File: config.mk
export PLATFORM = sky130hd
export DESIGN_NAME = isfe_ctrl
export DESIGN_NICKNAME = d
export VERILOG_FILES = /design/src/sv/isfe_pkg.sv /design/src/sv/isfe_ctrl.sv
export SDC_FILE = /design/constraint.sdc
export NUM_CORES = 1
export LEC_CHECK = 0
export ABC_AREA = 1
export BUFFER_PORTS_ARGS = -buffer_cell sky130_fd_sc_hd__buf_2
export CAP_MARGIN = 20
export CORE_AREA = 4 4 41 43
export CTS_BUF_LIST = sky130_fd_sc_hd__clkbuf_8
export CTS_CLUSTER_SIZE = 40
export DETAILED_ROUTE_END_ITERATION = 8
export DIE_AREA = 0 0 45 47
export GPL_ROUTABILITY_DRIVEN = 0
export GPL_TIMING_DRIVEN = 0
export PLACE_DENSITY = 0.55
export RECOVER_POWER = 25
export SYNTH_ARGS = -nofsm -noshare
export SYNTH_HDL_FRONTEND = slang
export SYNTH_SLANG_ARGS = --single-unit
File: constraint.sdc
create_clock -name i_clk -period 2.2 [get_ports i_clk]
set_clock_uncertainty 0.15 [all_clocks]
set_input_delay 0.22 -clock i_clk [delete_from_list [all_inputs] [get_ports i_clk]]
set_output_delay 0.22 -clock i_clk [all_outputs]
set_load 0.03 [all_outputs]
File: src/sv/isfe_pkg.sv
// Shared types, widths and command codes for the Ising spin-flip engine.
// Used by the controller, the datapath and the top level; no dependencies.
package isfe_pkg;

    localparam int SITE_W   = 10;
    localparam int SLOT_W   = 13;
    localparam int RANGE_W  = 14;
    localparam int ENERGY_W = 24;
    localparam int COUNT_W  = 32;
    localparam int CMD_W    = 3;
    localparam int SUM_W    = RANGE_W + 1;
    localparam int DELTA_W  = SUM_W + 1;
    localparam int TRIAL_W  = ENERGY_W + 1;

    localparam int MAX_SITES = 2 ** SITE_W;
    localparam int MAX_SLOTS = 2 ** SLOT_W;

    localparam int IN_DATA_W  = 88;
    localparam int IN_USER_W  = 8;
    localparam int OUT_DATA_W = 64;

    localparam logic [CMD_W-1:0] CMD_WR_SPIN   = 3'd0;
    localparam logic [CMD_W-1:0] CMD_WR_NEIGH  = 3'd1;
    localparam logic [CMD_W-1:0] CMD_WR_RANGE  = 3'd2;
    localparam logic [CMD_W-1:0] CMD_SET_ENRGY = 3'd3;
    localparam logic [CMD_W-1:0] CMD_TRIAL     = 3'd4;

    localparam logic [RANGE_W-1:0] SLOT_LIMIT = RANGE_W'(MAX_SLOTS);

    typedef logic signed [ENERGY_W-1:0] t_energy;
    typedef logic signed [SUM_W-1:0]    t_sum;
    typedef logic signed [DELTA_W-1:0]  t_delta;
    typedef logic signed [TRIAL_W-1:0]  t_trial;

    localparam t_energy E_MAX = 24'sh7FFFFF;
    localparam t_energy E_MIN = 24'sh800000;

    // controller -> datapath
    typedef struct packed {
        logic load_in;
        logic exec;
        logic latch;
        logic scan_en;
        logic eval;
        logic load_out;
    } t_ctl_cmd;

    // datapath -> controller
    typedef struct packed {
        logic [CMD_W-1:0] cmd;
        logic             scan_done;
    } t_dp_status;

endpackage

File: src/sv/isfe_ctrl.sv
// Sequencer for the spin-flip engine: steps each item through execute and latch,
// a trial also through neighbor scan and evaluate, and owns the output valid. Uses isfe_pkg.
module isfe_ctrl (
    input  logic                  i_clk,
    input  logic                  i_rst_n,
    input  logic                  i_in_valid,
    output logic                  o_in_ready,
    output logic                  o_out_valid,
    input  logic                  i_out_ready,
    input  isfe_pkg::t_dp_status  i_status,
    output isfe_pkg::t_ctl_cmd    o_cmd
);

    typedef enum logic [2:0] {
        S_IDLE,
        S_EXEC,
        S_LATCH,
        S_SCAN,
        S_EVAL,
        S_DONE
    } t_state;

    t_state r_state, n_state;
    logic   r_out_valid, n_out_valid;
    logic   load_out;

    assign load_out = (r_state == S_DONE) && (!r_out_valid || i_out_ready);

    always_comb begin
        n_state     = r_state;
        n_out_valid = r_out_valid;
        if (i_out_ready) begin
            n_out_valid = 1'b0;
        end
        if (load_out) begin
            n_out_valid = 1'b1;
        end
        unique case (r_state)
            S_IDLE:  if (i_in_valid) n_state = S_EXEC;
            S_EXEC:  n_state = S_LATCH;
            S_LATCH: begin
                if (i_status.cmd == isfe_pkg::CMD_TRIAL) n_state = S_SCAN;
                else n_state = S_DONE;
            end
            S_SCAN:  if (i_status.scan_done) n_state = S_EVAL;
            S_EVAL:  n_state = S_DONE;
            S_DONE:  if (load_out) n_state = S_IDLE;
            default: n_state = S_IDLE;
        endcase
    end

    always_ff @(posedge i_clk) begin
        if (!i_rst_n) begin
            r_state     <= S_IDLE;
            r_out_valid <= 1'b0;
        end else begin
            r_state     <= n_state;
            r_out_valid <= n_out_valid;
        end
    end

    assign o_in_ready = (r_state == S_IDLE);
    assign o_out_valid = r_out_valid;

    always_comb begin
        o_cmd          = '0;
        o_cmd.load_in  = (r_state == S_IDLE) && i_in_valid;
        o_cmd.exec     = (r_state == S_EXEC);
        o_cmd.latch    = (r_state == S_LATCH);
        o_cmd.scan_en  = (r_state == S_SCAN);
        o_cmd.eval     = (r_state == S_EVAL);
        o_cmd.load_out = load_out;
    end

endmodule

==> impl_metrics.csv, run 1 <==
group,metric,value,unit
status,status,"complete, no violations",
logic_synthesis,netlist_area,287,um^2
logic_synthesis,yosysSeqAreaShare,27.9,%
setup_path,critical_path_class,"flop to primary output",
route,wl_per_cell,8.10,um
power,p_per_area,944,nW/um^2
global_route,grt_pass1_vias,282,
route,postRouteWirelength,640,um
final_layout,n_antenna_cell,0,
route,dr.pass1.iters,2,
cts,cts.path.max_buffers,2,
cts,numCtsBuffers,3,
route,top_layer_used,"met3",
logic_synthesis,synth_nets,54,
global_route,track_usage,7.11,%
placed_design,dpl.hpwl,560,um
placed_design,place.port_buffers,15,
route,route.met2.wl,307,um
final_layout,drive_gt1_share,35.9,%
setup_path,crit_chain,"inv_1 > nor2_1 > nand2_1 > nor2_1 > buf_4 > buf_2",
route,drc,0,
power,ir_worst_vdd,0.000400,V
timing,setup_viol,0,
logic_synthesis,synth_cell_types,17,
floorplanning,rows,13,
final_layout,fill_cells,159,
floorplanning,fp.dieW,45,um
floorplanning,core,1300,um^2
floorplanning,num_io_pins,16,
setup_path,cp_max_fo,5,
power,power.total,0.397,mW
power,leakage,0.252,nW
route,met3_length,44,um
global_route,grt_overflow,0,
final_layout,nNetsFinal,74,
setup_path,slowest_stage,"dfxtp_1",
power,seq_power_share,25.7,%
final_layout,area_growth_syn_to_layout,46.7,%
cts,clkTransAtPathRegs,0.03,ns
timing,finalMaxSlewViolations,0,
timing,layout_min_cycle_time,1.70,ns
setup_path,critPathRequiredTime,1.83,ns
timing,tns,0,ns
power,intPower,0.249,mW
timing,worst_pin_slew,0.360,ns
timing,rsz0062_at_grt,"false",
route,ant_nets,0,
floorplanning,dieArea,2120,um^2
timing,fin_crit_sh,77.2,%
logic_synthesis,syn_avg_cell_area,6.23,um^2
route,vias_per_cell,4.09,
floorplanning,die_y,47,um
power,p_switching,0.148,mW
route,drt_iter0_drc,3,
cts,clkSinkCount,4,
cts,postCtsHoldBufs,0,
cts,htree_levels,1,
logic_synthesis,syn_inst,46,
route,drt-met1-wl,288,um
cts,cts-root-buf,"clkbuf_8",
cts,postCtsSetupBuffers,0,
cts,cts.repair.resized,0,
power,switching_share,37.3,%
setup_path,slowest_delay,0.40,ns
power,comb_power_share,37.3,%
setup_path,cp-start-kind,"flop",
global_route,grt_max_degree,8,
power,pwr-share-clk,37.1,%
cts,clk_latency,0.21,ns
floorplanning,start_util,22.0,%
setup_path,critPathArrivalTime,1.33,ns
setup_path,end_kind,"primary output",
cts,cts_tree,"done",
timing,slew_headroom,76.1,%
logic_synthesis,yosysWarningCount,0,
run,cap_violations,0,
route,num_vias,323,
min_path,hp-class,"input port to flop",
setup_path,cp_common_cell,"nor2_1",
timing,fmax,0.589,GHz
timing,hold_viol,0,
global_route,antenna_found_initial,0,
global_route,grt_pass1_wl,1.02,mm
logic_synthesis,synth_seq_cells,4,
per-stage QoR:
stage	setup slack, ns	utilization [%]	area (um^2)	hold WS, ns	cells
2_1_floorplan	0.585	-	287	0.168	46
3_3_place_gp	0.713	29.2	380	0.318	76
3_5_place_dp	0.719	29.2	380	0.326	76
4_1_cts	0.488	32.4	422	0.108	79
5_1_grt	0.370	32.3	420	0.131	79
6_report	0.501	32.3	420	0.106	79
synthesized netlist by cell type:
library cell  count  area share, %
nor3b_1           1            2.6
nand3b_1          1            2.6
nor3_1            2            3.5
o21ai_0           2            3.5
dfxtp_1           4             28
nand3_1           4            7.0
inv_1             9             12
nand3_2           1            3.5
nand2_2           2            4.4
nor2_1            8             10
o21bai_1          1            2.6
nor2_4            1            3.9
inv_2             1            1.3
nand2_1           6            7.9
a21oi_1           1            1.7
o21a_1            1            2.6
buf_4             1            2.6
registers in the layout, summed over array words and instances, names as in the netlist:
name         cells
o_out_valid      1
r_state          3
final cells by class:
class / instances / area, um^2 / share of cell area, %
Sequential cell: 4 / 80.1 / 19.0
Clock buffer: 3 / 41.3 / 9.82
Timing Repair Buffer: 15 / 73.8 / 17.6
Inverter: 10 / 37.5 / 8.93
Buffer: 1 / 7.51 / 1.79
Multi-Input combinational cell: 31 / 161 / 38.4
Tap cell: 15 / 18.8 / 4.46
power groups by stage:
stage | sequential [mW] | combinational [mW] | clock, mW
after CTS | 0.102 | 0.151 | 0.153
after detailed placement | 0.103 | 0.150 | 0
after floorplan | 0.101 | 0.111 | 0
final | 0.102 | 0.148 | 0.147
after global routing | 0.104 | 0.166 | 0.160
after global placement | 0.103 | 0.149 | 0
final timing paths:
| path | from | to | slack, ns | depth (start not counted) |
|---|---|---|---|---|
| setup / recovery | r_state[0] | o_cmd[0] | 0.50 | 6 |
| hold / removal | i_rst_n | r_state[1] | 0.11 | 3 |
| setup reg to reg | r_state[2] | r_state[1] | 0.97 | 7 |
| hold reg to reg | o_out_valid | o_out_valid | 0.46 | 3 |
placed cells by master, fill, tap and decap left out, types with 2 or more instances in the layout:
cell type,Yosys,final
nor2_1,8,8
nand2_2,2,2
buf_2,0,14
dfxtp_1,4,4
o21ai_0,2,2
nand3_1,4,4
clkbuf_8,0,3
inv_1,9,9
nor3_1,2,2
nand2_1,6,6
per-layer routing:
layer,up-vias,global-route usage (%)
met2,6,10.7
met3,0,4.98
met4,0,5.26
li1,179,-
met5,-,0
met1,138,6.82
critical path: cells and delay by family (launching register included):
| family | cells | cell delay [ns] |
|---|---|---|
| DFF | 1 | 0.40 |
| buffers and inverters | 3 | 0.40 |
| and+or+nand+nor | 3 | 0.33 |
kinds of logic after synthesis:
| family | after synthesis | share of synthesized area, % |
|---|---|---|
| flip-flops | 4 | 27.9 |
| AND/OR/NAND/NOR | 26 | 45.9 |
| buffers and inverters | 11 | 15.7 |
| AO/OA/AOI/OAI | 5 | 10.5 |
Power figures use the tool's default switching activity.
==> inputs of run 2 (changes only) <==
--- a/config.mk
+++ b/config.mk
@@ -5,7 +5,7 @@
 export SDC_FILE = /design/constraint.sdc
 export NUM_CORES = 1
 export LEC_CHECK = 0
-export ABC_AREA = 1
+export ABC_AREA = 0
 export BUFFER_PORTS_ARGS = -buffer_cell sky130_fd_sc_hd__buf_2
 export CAP_MARGIN = 20
 export CORE_AREA = 4 4 41 43
==> constraint.sdc (replaced) <==
create_clock -name i_clk -period 1.75 [get_ports i_clk]
set_clock_uncertainty 0.15 [all_clocks]
set_input_delay 0.175 -clock i_clk [delete_from_list [all_inputs] [get_ports i_clk]]
set_output_delay 0.175 -clock i_clk [all_outputs]
set_load 0.03 [all_outputs]
==> run 2 against run 1 <==
Register-to-register slack worse by 0.42 ns. Utilization rose by 0.29 points. Power is 19% higher. Clock power up 31%. Critical path type unchanged. Critical endpoint unchanged. Non-clock buffer count rose by 3. Routed wire length increased by 6.7%. First-iteration DRC count up 33%. Clock-buffer cell count did not move. Design area grew 0.89%. Global-route usage increased by 0.64 points. Largest cell class unchanged. Highest routed layer unchanged. Sequential share of layout area decreased by 0.17 points. Critical path depth decreased by 1.
==> impl_metrics.csv, run 2 <==
group,metric,value,unit
status,status,"complete, no violations",
cts,numCtsBuffers,3,
final_layout,final_cell_mix,"15 x buf_2, 4 x nand2b_1, 4 x dfxtp_1",
run,cap_violations,0,
logic_synthesis,syn_avg_cell_area,8.29,um^2
final_layout,nNetsFinal,63,
final_layout,area_growth_syn_to_layout,46.1,%
timing,hold_viol,0,
timing,fin_hold_ws,0.0739,ns
final_layout,fill_cells,153,
final_layout,final_common_cell,"buf_2",
min_path,hp-class,"input port to flop",
placed_design,place.port_buffers,15,
logic_synthesis,syn_inst,35,
setup_path,r2r-start,"r_state[1]",
floorplanning,rows,13,
placed_design,placed_area,384,um^2
power,p_per_area,1120,nW/um^2
logic_synthesis,synthTopCellsByArea,"dfxtp_1 28%, nand2b_1 8.6%, buf_6 7.8%",
setup_path,end_kind,"primary output",
timing,slew_headroom,76.0,%
cts,postCtsHoldBufs,0,
cts,cts_tree,"done",
global_route,grt_pass1_wl,1.10,mm
logic_synthesis,ys.flop_type,"dfxtp_1",
final_layout,drive_gt1_share,45.3,%
timing,tns,0,ns
cts,clkTransAtPathRegs,0.03,ns
route,drt_iter0_drc,4,
power,ir_worst_vdd,0.000430,V
global_route,grt_overflow,0,
timing,finalMaxSlewViolations,0,
cts,clkSinkCount,4,
timing,fin_crit_sh,93.3,%
placed_design,place_ws,0.347,ns
power,leakage,0.196,nW
global_route,grt_max_degree,11,
route,postRouteWirelength,683,um
logic_synthesis,yosysTopAreaCellShare,27.6,%
logic_synthesis,yosysSeqAreaShare,27.6,%
logic_synthesis,synthArstFlopShare,0,%
floorplanning,dieArea,2120,um^2
logic_synthesis,synth_edf_count,0,
route,ant_nets,0,
setup_path,setup.worst_path.start,"r_state[2]",
setup_path,cp-start-kind,"flop",
power,comb_power_share,36.2,%
cts,cts.path.max_buffers,2,
route,drc,0,
floorplanning,num_io_pins,16,
timing,rsz0062_at_grt,"false",
logic_synthesis,synth_seq_cells,4,
logic_synthesis,synth_area_leader_cell,"dfxtp_1",
global_route,grt_pass1_vias,253,
final_layout,largest_reg_flops,3,
final_layout,n_antenna_cell,0,
cts,htree_levels,1,
global_route,antenna_found_initial,0,
route,dr.pass1.iters,2,
min_path,min_from,"i_rst_n",
logic_synthesis,yosys-top-cells-count,"4 x dfxtp_1, 4 x nand2b_1, 3 x nor2_1",
min_path,min_delay_path_depth,2,
timing,fmax,0.613,GHz
setup_path,cp_max_fo,9,
floorplanning,start_util,22.3,%
power,pwr-share-clk,40.6,%
timing,fin_ws,0.118,ns
cts,cts-root-buf,"clkbuf_8",
timing,setup_viol,0,
power,switching_share,33.6,%
setup_path,critPathArrivalTime,1.31,ns
setup_path,critPathRequiredTime,1.42,ns
logic_synthesis,synth_nets,43,
final_layout,fin_area,424,um^2
route,num_vias,282,
power,power.total,0.474,mW
route,vias_per_cell,4.15,
setup_path,critical_path_class,"flop to primary output",
global_route,track_usage,7.75,%
power,intPower,0.315,mW
placed_design,dpl.hpwl,528,um
floorplanning,fp.dieW,45,um
floorplanning,core,1300,um^2
power,seq_power_share,23.2,%
floorplanning,die_y,47,um
cts,clk_latency,0.21,ns
route,wl_per_cell,10.0,um
timing,worst_pin_slew,0.362,ns
logic_synthesis,netlist_area,290,um^2
logic_synthesis,yosysWarningCount,0,
final_layout,top_register,"r_state",
timing,layout_min_cycle_time,1.63,ns
logic_synthesis,synth_cell_types,21,
setup_path,ff2ff_path_depth,4,
cts,cts.repair.resized,0,
cts,postCtsSetupBuffers,0,
power,p_switching,0.160,mW
## run 2: cell count changes after synthesis, moves of 2 or more
cell      change
inv_1         -8
nand2_1       -4
nor2b_1       +2
nand2_2       -2
buf_6         +2
nor2_1        -5
o21ai_0       -2
nand3_1       -4
nand2b_1      +4
## run 2: path summary, 6_finish.rpt
| check | slack (ns) | endpoint |
|---|---|---|
| max reg2reg | 0.55 | r_state[0] |
| min reg2reg | 0.39 | r_state[1] |
| max | 0.12 | o_cmd[0] |
| min | 0.07 | r_state[2] |
## run 2: worst max-delay path, cell delays in order (launching register included)
cell and delay, ns:
dfxtp_1 0.31, buf_6 0.13, nor2b_1 0.20, and3_1 0.18, buf_4 0.09, buf_2 0.18
## run 2: area by class of cell
cell class              count  area (um^2)  area share [%]
plain buffers               4         35.0            8.26
clock buffers               3         41.3            9.73
inverters                   1         3.75           0.885
multi-input cells          26          171            40.4
flip-flops and latches      4         80.1            18.9
well taps                  15         18.8            4.42
repair buffers             15         73.8            17.4
## run 2: stage by stage
step | cells | util (%)
finish | 68 | 32.6
global route | 68 | 32.6
CTS | 68 | 32.7
detailed placement | 65 | 29.5
global placement | 65 | 29.5
floorplan | 35 | -
## run 2: logic make-up after synthesis
group	Yosys count	share of synthesized area [%]
flip-flops	4	27.6
AND/OR/NAND/NOR	18	40.1
buffers and inverters	5	13.4
AO/OA/AOI/OAI	8	19.0
## run 2: power by group through the flow
stage | Sequential [mW] | Combinational [mW] | Clock [mW]
5_1_grt | 0.110 | 0.188 | 0.209
2_1_floorplan | 0.110 | 0.131 | 0
6_report | 0.110 | 0.172 | 0.193
3_5_place_dp | 0.111 | 0.174 | 0
4_1_cts | 0.110 | 0.174 | 0.200
3_3_place_gp | 0.111 | 0.172 | 0
## run 2: metal layers
| metal | share of wire [%] | global-route usage, % | wire length [um] | vias to the layer above |
|---|---|---|---|---|
| met5 | 0 | 0 | 0 | - |
| met4 | 0 | 8.77 | 0 | 0 |
| met3 | 8.9 | 2.30 | 61 | 0 |
| met2 | 46 | 9.04 | 314 | 10 |
| met1 | 45 | 10.3 | 307 | 115 |
| li1 | - | - | - | 157 |
